--- src/rtl/pidq_pkg.sv ---
`timescale 1ns / 1ps
// Shared types and constants for the process id queue.
// Depends on nothing; used by process_id_queue.
package pidq_pkg;

    // Default sizes handed to the top level.
    localparam int DEFAULT_QUEUE_DEPTH = 16;
    localparam int DEFAULT_ID_WIDTH    = 16;

    // Fixed widths of the stream fields.
    localparam int CMD_W       = 2;
    localparam int STATUS_W    = 2;
    localparam int IN_ID_W     = 16;
    localparam int OUT_ID_W    = 16;
    localparam int COUNT_OUT_W = 5;
    localparam int IN_DATA_W   = 16;
    localparam int OUT_DATA_W  = 24;

    // Commands carried on the slave-side tuser.
    typedef enum logic [CMD_W-1:0] {
        CMD_PUSH    = 2'd0,
        CMD_POP     = 2'd1,
        CMD_FIND    = 2'd2,
        CMD_EXTRACT = 2'd3
    } cmd_t;

    // Result status carried on the master-side tuser.
    typedef enum logic [STATUS_W-1:0] {
        STATUS_OK   = 2'd0,
        STATUS_MISS = 2'd1,
        STATUS_FULL = 2'd2
    } status_t;

    // Control sequencer states.
    typedef enum logic [2:0] {
        S_IDLE,
        S_POP_RD,
        S_SCAN,
        S_SHIFT,
        S_DONE
    } state_t;

endpackage

--- src/rtl/pidq_ram.sv ---
`timescale 1ns / 1ps
// Generic single-clock RAM: one write port, one read port, registered read data.
// Depends on nothing.
module pidq_ram #(
    parameter int WIDTH = 16,
    parameter int DEPTH = 16
) (
    input  logic                     aclk,
    input  logic                     we,
    input  logic [$clog2(DEPTH)-1:0] waddr,
    input  logic [WIDTH-1:0]         wdata,
    input  logic                     re,
    input  logic [$clog2(DEPTH)-1:0] raddr,
    output logic [WIDTH-1:0]         rdata
);

    logic [WIDTH-1:0] mem [DEPTH];

    // Write port.
    always_ff @(posedge aclk) begin
        if (we) begin
            mem[waddr] <= wdata;
        end
    end

    // Read port with registered read data.
    always_ff @(posedge aclk) begin
        if (re) begin
            rdata <= mem[raddr];
        end
    end

endmodule

--- src/rtl/process_id_queue.sv ---
`timescale 1ns / 1ps
// Process id queue: push, pop front, find and ordered extract over a circular RAM.
// Depends on pidq_pkg and pidq_ram.
// A push is written in the idle state; a pop takes the head entry in S_POP_RD; find
// and extract scan entries from the head in S_SCAN, and an extract then shifts the
// entries behind the match one place toward the head in S_SHIFT. Scan and shift
// together visit at most count entries, one per cycle; every result passes S_DONE.
// A new word is taken only in the idle state; a finished result waits in the output
// register. Synchronous active-low reset empties the queue; RAM contents are kept.
module process_id_queue #(
    parameter int QUEUE_DEPTH = pidq_pkg::DEFAULT_QUEUE_DEPTH,
    parameter int ID_WIDTH    = pidq_pkg::DEFAULT_ID_WIDTH
) (
    input  logic                             aclk,
    input  logic                             aresetn,
    // Slave side.
    input  logic                             s_axis_tvalid,
    output logic                             s_axis_tready,
    input  logic [pidq_pkg::IN_DATA_W-1:0]   s_axis_tdata,  // [15:0] item_id
    input  logic [pidq_pkg::CMD_W-1:0]       s_axis_tuser,  // [1:0] command
    // Master side.
    output logic                             m_axis_tvalid,
    input  logic                             m_axis_tready,
    output logic [pidq_pkg::OUT_DATA_W-1:0]  m_axis_tdata,  // [15:0] result_id,
                                                            // [20:16] entry_count
    output logic [pidq_pkg::STATUS_W-1:0]    m_axis_tuser   // [1:0] status
);

    import pidq_pkg::*;

    localparam int IDX_W = $clog2(QUEUE_DEPTH);
    localparam int CNT_W = $clog2(QUEUE_DEPTH + 1);
    localparam int PAD_W = OUT_DATA_W - OUT_ID_W - COUNT_OUT_W;
    localparam logic [IDX_W:0]   DEPTH_X = (IDX_W + 1)'(QUEUE_DEPTH);
    localparam logic [CNT_W-1:0] DEPTH_C = CNT_W'(QUEUE_DEPTH);
    localparam logic [IDX_W-1:0] LAST_P  = IDX_W'(QUEUE_DEPTH - 1);

    // Physical RAM address of a logical position counted from the head.
    function automatic logic [IDX_W-1:0] phys(input logic [IDX_W-1:0] head,
                                              input logic [IDX_W-1:0] lidx);
        logic [IDX_W:0] sum;
        sum = {1'b0, head} + {1'b0, lidx};
        if (sum >= DEPTH_X) begin
            sum = sum - DEPTH_X;
        end
        return sum[IDX_W-1:0];
    endfunction

    state_t               state_reg, state_next;
    logic [IDX_W-1:0]     head_reg, head_next;
    logic [CNT_W-1:0]     count_reg, count_next;
    cmd_t                 cmd_reg, cmd_next;
    logic [ID_WIDTH-1:0]  id_reg, id_next;
    logic [IDX_W-1:0]     rd_idx_reg, rd_idx_next;
    logic [IDX_W-1:0]     wr_idx_reg, wr_idx_next;
    status_t              res_status_reg, res_status_next;
    logic [ID_WIDTH-1:0]  res_id_reg, res_id_next;
    logic                 m_valid_reg, m_valid_next;
    status_t              m_status_reg, m_status_next;
    logic [OUT_ID_W-1:0]  m_id_reg, m_id_next;
    logic [COUNT_OUT_W-1:0] m_count_reg, m_count_next;

    logic                 ram_we, ram_re;
    logic [IDX_W-1:0]     ram_waddr, ram_raddr;
    logic [ID_WIDTH-1:0]  ram_wdata, ram_rdata;

    logic                 s_accept;
    cmd_t                 cmd_in;
    logic [ID_WIDTH-1:0]  id_in;
    logic                 full, empty, at_last, match, out_free;
    logic [CNT_W-1:0]     last_idx;

    pidq_ram #(
        .WIDTH (ID_WIDTH),
        .DEPTH (QUEUE_DEPTH)
    ) u_ram (
        .aclk  (aclk),
        .we    (ram_we),
        .waddr (ram_waddr),
        .wdata (ram_wdata),
        .re    (ram_re),
        .raddr (ram_raddr),
        .rdata (ram_rdata)
    );

    // Handshake and status decode.
    assign s_axis_tready = (state_reg == S_IDLE);
    assign s_accept      = s_axis_tvalid && s_axis_tready;
    assign cmd_in        = cmd_t'(s_axis_tuser);
    assign id_in         = ID_WIDTH'(s_axis_tdata[IN_ID_W-1:0]);
    assign full          = (count_reg == DEPTH_C);
    assign empty         = (count_reg == '0);
    assign last_idx      = count_reg - CNT_W'(1);
    assign at_last       = (CNT_W'(rd_idx_reg) == last_idx);
    assign match         = (ram_rdata == id_reg);
    assign out_free      = !m_valid_reg || m_axis_tready;

    // Next-state logic.
    always_comb begin
        state_next = state_reg;
        unique case (state_reg)
            S_IDLE: begin
                if (s_accept) begin
                    unique case (cmd_in)
                        CMD_PUSH:    state_next = S_DONE;
                        CMD_POP:     state_next = empty ? S_DONE : S_POP_RD;
                        CMD_FIND:    state_next = empty ? S_DONE : S_SCAN;
                        CMD_EXTRACT: state_next = empty ? S_DONE : S_SCAN;
                    endcase
                end
            end
            S_POP_RD: state_next = S_DONE;
            S_SCAN: begin
                if (match) begin
                    state_next = (cmd_reg == CMD_EXTRACT && !at_last) ? S_SHIFT : S_DONE;
                end else begin
                    state_next = at_last ? S_DONE : S_SCAN;
                end
            end
            S_SHIFT: state_next = at_last ? S_DONE : S_SHIFT;
            S_DONE:  state_next = out_free ? S_IDLE : S_DONE;
            default: state_next = S_IDLE;
        endcase
    end

    // Datapath, RAM control and output register loading.
    always_comb begin
        head_next       = head_reg;
        count_next      = count_reg;
        cmd_next        = cmd_reg;
        id_next         = id_reg;
        rd_idx_next     = rd_idx_reg;
        wr_idx_next     = wr_idx_reg;
        res_status_next = res_status_reg;
        res_id_next     = res_id_reg;
        m_valid_next    = m_valid_reg && !m_axis_tready;
        m_status_next   = m_status_reg;
        m_id_next       = m_id_reg;
        m_count_next    = m_count_reg;
        ram_we          = 1'b0;
        ram_re          = 1'b0;
        ram_waddr       = phys(head_reg, wr_idx_reg);
        ram_wdata       = ram_rdata;
        ram_raddr       = phys(head_reg, rd_idx_reg + IDX_W'(1));
        unique case (state_reg)
            S_IDLE: begin
                if (s_accept) begin
                    cmd_next        = cmd_in;
                    id_next         = id_in;
                    rd_idx_next     = '0;
                    res_status_next = STATUS_MISS;
                    res_id_next     = '0;
                    unique case (cmd_in)
                        CMD_PUSH: begin
                            if (full) begin
                                res_status_next = STATUS_FULL;
                            end else begin
                                ram_we          = 1'b1;
                                ram_waddr       = phys(head_reg, count_reg[IDX_W-1:0]);
                                ram_wdata       = id_in;
                                count_next      = count_reg + CNT_W'(1);
                                res_status_next = STATUS_OK;
                                res_id_next     = id_in;
                            end
                        end
                        CMD_POP, CMD_FIND, CMD_EXTRACT: begin
                            ram_re    = !empty;
                            ram_raddr = head_reg;
                        end
                    endcase
                end
            end
            S_POP_RD: begin
                res_status_next = STATUS_OK;
                res_id_next     = ram_rdata;
                head_next       = (head_reg == LAST_P) ? '0 : head_reg + IDX_W'(1);
                count_next      = count_reg - CNT_W'(1);
            end
            S_SCAN: begin
                if (match) begin
                    res_status_next = STATUS_OK;
                    res_id_next     = ram_rdata;
                    if (cmd_reg == CMD_EXTRACT) begin
                        if (at_last) begin
                            count_next = count_reg - CNT_W'(1);
                        end else begin
                            wr_idx_next = rd_idx_reg;
                            ram_re      = 1'b1;
                            rd_idx_next = rd_idx_reg + IDX_W'(1);
                        end
                    end
                end else if (!at_last) begin
                    ram_re      = 1'b1;
                    rd_idx_next = rd_idx_reg + IDX_W'(1);
                end
            end
            S_SHIFT: begin
                // Move the entry behind the gap one place toward the head.
                ram_we = 1'b1;
                if (at_last) begin
                    count_next = count_reg - CNT_W'(1);
                end else begin
                    ram_re      = 1'b1;
                    rd_idx_next = rd_idx_reg + IDX_W'(1);
                    wr_idx_next = wr_idx_reg + IDX_W'(1);
                end
            end
            S_DONE: begin
                if (out_free) begin
                    m_valid_next  = 1'b1;
                    m_status_next = res_status_reg;
                    m_id_next     = OUT_ID_W'(res_id_reg);
                    m_count_next  = COUNT_OUT_W'(count_reg);
                end
            end
            default: begin
            end
        endcase
    end

    // Control registers.
    always_ff @(posedge aclk) begin
        if (!aresetn) begin
            state_reg   <= S_IDLE;
            head_reg    <= '0;
            count_reg   <= '0;
            m_valid_reg <= 1'b0;
        end else begin
            state_reg   <= state_next;
            head_reg    <= head_next;
            count_reg   <= count_next;
            m_valid_reg <= m_valid_next;
        end
    end

    // Payload registers.
    always_ff @(posedge aclk) begin
        cmd_reg        <= cmd_next;
        id_reg         <= id_next;
        rd_idx_reg     <= rd_idx_next;
        wr_idx_reg     <= wr_idx_next;
        res_status_reg <= res_status_next;
        res_id_reg     <= res_id_next;
        m_status_reg   <= m_status_next;
        m_id_reg       <= m_id_next;
        m_count_reg    <= m_count_next;
    end

    // Output word.
    assign m_axis_tvalid = m_valid_reg;
    assign m_axis_tdata  = {{PAD_W{1'b0}}, m_count_reg, m_id_reg};
    assign m_axis_tuser  = m_status_reg;

    // The fill level never passes the depth.
    a_count_bound: assert property (@(posedge aclk) disable iff (!aresetn)
        count_reg <= DEPTH_C)
        else $error("queue count exceeds depth");

    // An accepted push into a non-full queue raises the count by one.
    a_push_count: assert property (@(posedge aclk) disable iff (!aresetn)
        (s_accept && cmd_in == CMD_PUSH && !full) |=> count_reg == $past(count_reg) + CNT_W'(1))
        else $error("push did not raise the count");

    // During a shift the write and read never target the same entry.
    a_no_collision: assert property (@(posedge aclk) disable iff (!aresetn)
        (ram_we && ram_re) |-> ram_waddr != ram_raddr)
        else $error("RAM write and read collide");

    // The scan stays inside the occupied part of the queue.
    a_scan_range: assert property (@(posedge aclk) disable iff (!aresetn)
        (state_reg == S_SCAN || state_reg == S_SHIFT) |-> CNT_W'(rd_idx_reg) < count_reg)
        else $error("scan index beyond queue count");

    // A result that is not successful carries a zero id.
    a_miss_zero: assert property (@(posedge aclk) disable iff (!aresetn)
        m_valid_reg |-> (m_status_reg == STATUS_OK || m_id_reg == '0))
        else $error("failed result with non-zero id");

endmodule
--- config.mk ---
export PLATFORM = sky130hd
export DESIGN_NAME = process_id_queue
export DESIGN_NICKNAME = d
export VERILOG_FILES = /design/src/rtl/pidq_pkg.sv /design/src/rtl/pidq_ram.sv /design/src/rtl/process_id_queue.sv
export SDC_FILE = /design/constraint.sdc
export NUM_CORES = 1
export LEC_CHECK = 0
export BUFFER_PORTS_ARGS = -buffer_cell sky130_fd_sc_hd__buf_4
export CORE_AREA = 2 2 183 185
export DETAILED_ROUTE_END_ITERATION = 6
export DIE_AREA = 0 0 185 187
export PLACE_DENSITY = 0.68
export SYNTH_ARGS = -nofsm -noshare
export SYNTH_HDL_FRONTEND = slang
export SYNTH_HIERARCHICAL = 1
export SYNTH_SLANG_ARGS = --single-unit
--- constraint.sdc ---
create_clock -name aclk -period 10.7 [get_ports aclk]
set_clock_uncertainty 0.15 [all_clocks]
set_input_delay 2.14 -clock aclk [delete_from_list [all_inputs] [get_ports aclk]]
set_output_delay 2.14 -clock aclk [all_outputs]
set_load 0.05 [all_outputs]
Yosys cells after proc, flatten, opt, wreduce, memory -nomap -nowiden
Memories as Yosys holds them, arrays and structs flattened. A register that Yosys moved wholly into a read port is not among the register bits.
Index checks and enable logic that the tools add are counted.
{"block": "word_totals", "reg_bits": 80, "mem_bits_rw": 256, "in_bits": 22, "elab_cells": 137, "mem_count": 1}
{"block": "op_classes", "addsub": 11, "magnitude_cmp": 3, "n_eq_ne": 20, "n_mux": 66, "n_reduce_logical": 23}
{"name": "u_ram.mem", "words": 16, "width": 16, "rd": 1, "rd_ports_with_merged_regs": 1, "wr": 1, "line": "pidq_ram.sv:17", "text": "logic [WIDTH-1:0] mem [DEPTH];"}
{"cell": "16-bit 2-to-1 mux", "count": 8}
{"cell": "4-bit 2-to-1 mux", "count": 19}
{"cell": "16-bit one-hot mux with 3 select lines", "count": 1}
{"cell": "5-bit 2-to-1 mux", "count": 6}
{"cell": "3-bit 2-to-1 mux", "count": 8}
{"cell": "5-bit one-hot mux with 4 select lines", "count": 1}
{"cell": "16-bit == test", "count": 1}
{"cell": "4-bit by 4-bit adder with 5-bit output", "count": 3}
{"cell": "5-bit >= comparator, second input constant", "count": 3}
{"cell": "3-bit one-hot mux with 5 select lines", "count": 1}
{"cell": "4-bit by 1-bit adder with 4-bit output, second input constant", "count": 3}
{"cell": "1-bit 2-to-1 mux", "count": 12}
{"cell": "4-bit one-hot mux with 3 select lines", "count": 1}
{"cell": "4-bit by 1-bit subtractor with 4-bit output, second input constant", "count": 3}
{"cell": "2-bit inequality test, second input constant", "count": 5}
{"cell": "3-bit one-hot mux with 3 select lines", "count": 1}
{"cell": "2-bit 2-to-1 mux", "count": 4}
{"cell": "4-bit one-hot mux with 2 select lines", "count": 1}
{"cell": "2-bit == test, second input constant", "count": 3}
{"cell": "3-bit by 2-bit == test with 1-bit output, second input constant", "count": 2}
{"cell": "2-bit one-hot mux with 3 select lines", "count": 1}
{"cell": "3-bit AND reduction", "count": 2}
{"cell": "6-bit AND reduction", "count": 1}
{"cell": "3-bit nonzero test", "count": 2}
{"cell": "other kinds (24)", "count": 31}

Longest topological paths before layout
{"block": "logic_depth", "word_depth": 7, "depth_mapped": 12, "mapped_depth_nobuf": 10}

By module
Netlist, hierarchy kept.
{"mod": "pidq_ram", "instances": 1, "cells_per_inst": 432, "area_each_um2": 10202.3, "seq_area_each_um2": 8167.8}
{"mod": "process_id_queue", "instances": 1, "cells_per_inst": 374, "area_each_um2": 4302.9, "seq_area_each_um2": 2272.2}

Worst setup path after synthesis
No wires, ideal clock.
{"block": "synth_timing", "kind": "input to register", "start": "input s_axis_tvalid", "end": "memory u_ram.mem[0][0] (enable)", "arrival_time_ns": 5.415, "required_ns": 10.141, "setup_slack_ns": 4.726, "cell_stages": 8, "path_buffers": 1, "path_cell_list": "nand2_1 > nor2_1 > nand2_1 > buf_2 > nor2_1 > a21oi_1 > or3b_2 > nor3_1"}
{"block": "synth_via", "word_cells_on_any_way": 7, "cone_classes": "mux: 6; reduce/logical: 1"}
{"element": "from (decl)", "line": "process_id_queue.sv:17", "text": "input logic s_axis_tvalid,"}
{"element": "1-bit logical AND", "line": "process_id_queue.sv:88", "text": "assign s_accept = s_axis_tvalid && s_axis_tready;"}
{"element": "4-bit 2-to-1 mux", "line": "process_id_queue.sv:147", "text": "if (s_accept) begin"}
{"element": "4-bit 2-to-1 mux", "line": "process_id_queue.sv:145", "text": "unique case (state_reg)"}
{"element": "net ram_waddr[2]", "line": "process_id_queue.sv:64", "text": "logic [IDX_W-1:0] ram_waddr, ram_raddr;"}
{"element": "to (decl)", "line": "pidq_ram.sv:17"}
The timed path passes the listed nets, and every way through them passes these cells.

Final worst setup path
{"block": "layout_timing", "start": "input s_axis_tuser[1] (netlist name)", "end": "memory u_ram.mem[1][9] (enable)"}
{"block": "layout_via", "word_cells_on_any_way": 9, "cone_classes": "mux: 8; reduce/logical: 1"}
{"element": "from (decl)", "line": "process_id_queue.sv:20", "text": "input logic [pidq_pkg::CMD_W-1:0] s_axis_tuser,"}
{"element": "2-bit logical NOT", "line": "process_id_queue.sv:153", "text": "unique case (cmd_in)"}
{"element": "4-bit 2-to-1 mux", "line": "process_id_queue.sv:153"}
{"element": "4-bit 2-to-1 mux", "line": "process_id_queue.sv:147"}
{"element": "4-bit 2-to-1 mux", "line": "process_id_queue.sv:145"}
{"element": "net ram_waddr[3]", "line": "process_id_queue.sv:64"}
The timed path passes the listed nets, and every way through them passes these cells.

==> run_results.csv <==
group,metric,value,unit
status,status,"finished, final reports clean",
worst_hold_path,hold_class,"register to register",
cts,cts_buffers,36,
cts,cts_tree,"done",
sta,fmax,173,MHz
global_routing,antenna_found_initial,0,
sta,hold_viol,0,
power_and_ir_drop,power_frac_seq,51.6,%
placement,gp_congestion,0.799,
cts,htree_levels,2,
drt,via_per_inst,5.46,
synthesis,async_flop_share,0,%
floorplanning,boundaryPins,50,
cts,cts_hold_buf,0,
drt,drt_iter0_markers,683,
cts,clkTransAtPathRegs,60,ps
final_layout,largest_reg_flops,256,
floorplanning,design.core.area,32900,µm²
synthesis,synth_top_area_share,70.2,%
final_layout,fin_util,50.2,%
sta,setup_slack,4910,ps
worst_setup_path,critPathRequiredTime,10690,ps
cts,ctsResizeCount,0,
floorplanning,die_w,185,µm
final_layout,n_antenna_cell,0,
sta,finalMaxSlewViolations,0,
cts,cts_setup_buffers,0,
worst_setup_path,critical_path_arrival,5780,ps
global_routing,track_usage,16.6,%
cts,clock_sinks,352,
worst_setup_path,cp_max_fo,22,
cts,clk_latency,530,ps
sta,tns,0,ps
synthesis,synth.most_common_cell,"edfxtp_1",
worst_setup_path,worstSetupPathType,"input port to register",
final_layout,area_growth,13.7,%
power_and_ir_drop,irDropWorstVdd,101,µV
power_and_ir_drop,comb_power_share,9.7,%
global_routing,grt_max_degree,65,
placement,place_hpwl,17.7,mm
synthesis,synth.top_cells.by_count,"edfxtp_1, nand2_1, mux4_2",
worst_setup_path,worstSetupEndpointType,"register",
power_and_ir_drop,switching_share,23.0,%
drt,wirelength,28.5,mm
global_routing,grt-ovfl-total,0,
worst_setup_path,slowest_delay,850,ps
sta,worstMarginPinSlew,1160,ps
synthesis,synthFlopType,"edfxtp_1",
global_routing,grt_pass1_wl,43.4,mm
power_and_ir_drop,report.power.total,3.05,mW
floorplanning,die_y,187,µm
final_layout,drive_above_1_share,22.2,%
sta,finalSetupViolCount,0,
worst_setup_path,critPathLaunchType,"input port",
sta,period_share,54.1,%
synthesis,synth-edff-count,339,
final_layout,fillers,2638,
drt,postRouteAntennaNets,0,
final_layout,regMostFlops,"u_ram/mem",
synthesis,ys_types,63,
floorplanning,num_rows,67,
cts,clk_path_buf_depth,3,
worst_setup_path,critPathSlowestCell,"nor3_2",
synthesis,synth.area.top_cells,"edfxtp_1, mux4_2, nand2_1",
global_routing,first_global_vias,7193,
synthesis,ys_ff_latch,352,
power_and_ir_drop,powerDensity,185,nW/µm²
synthesis,synth_top_area_cell,"edfxtp_1",
placement,pre_cts_slack,4380,ps
synthesis,synth_area,14500,µm²
drt,firstDrtPassIters,7,
final_layout,nets,911,
placement,place_inst,1282,
placement,port_buffers,46,
sta,rsz0062_at_grt,"no",
cts,ctsRootBufferMaster,"clkbuf_16",
worst_setup_path,crit_chain,"buf_4 -> nor3_2 -> nand2_1 -> mux2i_1 -> xnor2_1 -> or3b_2 -> nor2_2",
final_layout,fin_cells,1347,
synthesis,avgSynthCellArea,18.0,µm²
run,max-cap-violations,0,
sta,layout_min_cycle_time,5790,ps
drt,dr_total_vias,7357,
power_and_ir_drop,p_leak,5.43,nW
sta,max-slew-margin-rel,22.7,%
floorplanning,start_util,44.1,%
synthesis,yosys_warnings,6,
power_and_ir_drop,clkPwrFrac,38.8,%
power_and_ir_drop,p_int,2.35,mW
power_and_ir_drop,netSwitchingPower,700,µW
synthesis,synth_seq_area_share,72.0,%
synthesis,synth_cells,806,
floorplanning,die-area,34600,µm²
drt,wire_per_inst,21.2,µm
drt,drc_errors,0,
[logic make-up (layout without fill, tap and decap cells)]
group                      count (synthesis)  count (layout)  share of synthesized area (%)
buffers and inverters                     50             141                           1.90
xor gates and xnor gates                  37              37                           2.33
adders and majority gates                 17              17                           1.62
and+or+nand+nor                          163             163                           5.49
AOI/OAI and AO/OA                         95              95                           4.43
other                                      1               3                         0.0259
muxes                                     91              91                           12.2
DFF                                      352             352                           72.0
[placed cells by master (no fill, tap or decap), types with 4 or more instances in the layout]
cell and count:
edfxtp_1 339, nand2_1 75, buf_4 65, mux4_2 54
clkbuf_16 36, a22oi_1 32, xnor2_1 30, nor2_1 21
mux2_2 14, ha_1 14, clkbuf_1 14, o21ai_1 13
o21ai_0 13, dfxtp_1 13, a21oi_1 11, inv_1 10
mux4_1 10, mux2i_1 8, nand3_1 7, nor3_1 7
nand2b_1 7, xor2_1 6, clkinv_1 6, nand4_1 5
nand3b_1 5, nor2b_1 5, nor3_2 5, nor2_2 4
a31oi_1 4, and2_1 4, mux2_1 4
[cell type report]
type / count / area, µm² / area share, %
clock buffers: 50 / 953 / 5.78
clock inverters: 15 / 151 / 0.918
inverters: 10 / 37.5 / 0.228
multi-input cells: 406 / 3850 / 23.4
flip-flops and latches: 352 / 10400 / 63.3
well taps: 448 / 561 / 3.40
repair buffers: 66 / 499 / 3.03
[worst paths after layout]
path	slack, ps	start	endpoint	cells past startpoint
max	4910	s_axis_tuser[1]	u_ram/mem[1][9]	7
min	270	res_id_reg[15]	m_id_reg[15]	0
max reg2reg	5380	count_reg[0]	u_ram/mem[1][9]	10
min reg2reg	270	res_id_reg[15]	m_id_reg[15]	0
[worst max-delay path: cells and delay by family]
kind,cells,cell delay (ps)
buf+inv,1,140
simple gates,4,2930
xor+xnor,1,150
mux,1,410
[per-stage QoR]
step / hold WS [ps] / instance area (µm²)
after floorplan: 250 / 14500
after global placement: 251 / 15400
after detailed placement: 255 / 15400
after CTS: 269 / 16500
after global routing: 271 / 16500
final: 269 / 16500
[power groups by stage]
| stage | Combinational (mW) | Clock (mW) | Sequential (mW) |
|---|---|---|---|
| 3_5_place_dp | 0.297 | 0 | 1.60 |
| 2_1_floorplan | 0.190 | 0 | 1.62 |
| 3_3_place_gp | 0.294 | 0 | 1.60 |
| 4_1_cts | 0.298 | 1.20 | 1.57 |
| 5_1_grt | 0.319 | 1.26 | 1.57 |
| 6_report | 0.295 | 1.18 | 1.57 |
[per-layer routing]
layer	routed length (µm)	track usage (%)	vias up
met4	391	3.75	0
met5	0	0	-
li1	-	-	3335
met2	13800	26.3	232
met1	12700	24.6	3759
met3	1610	2.41	31
No activity file was read; power rests on OpenSTA's default activity.
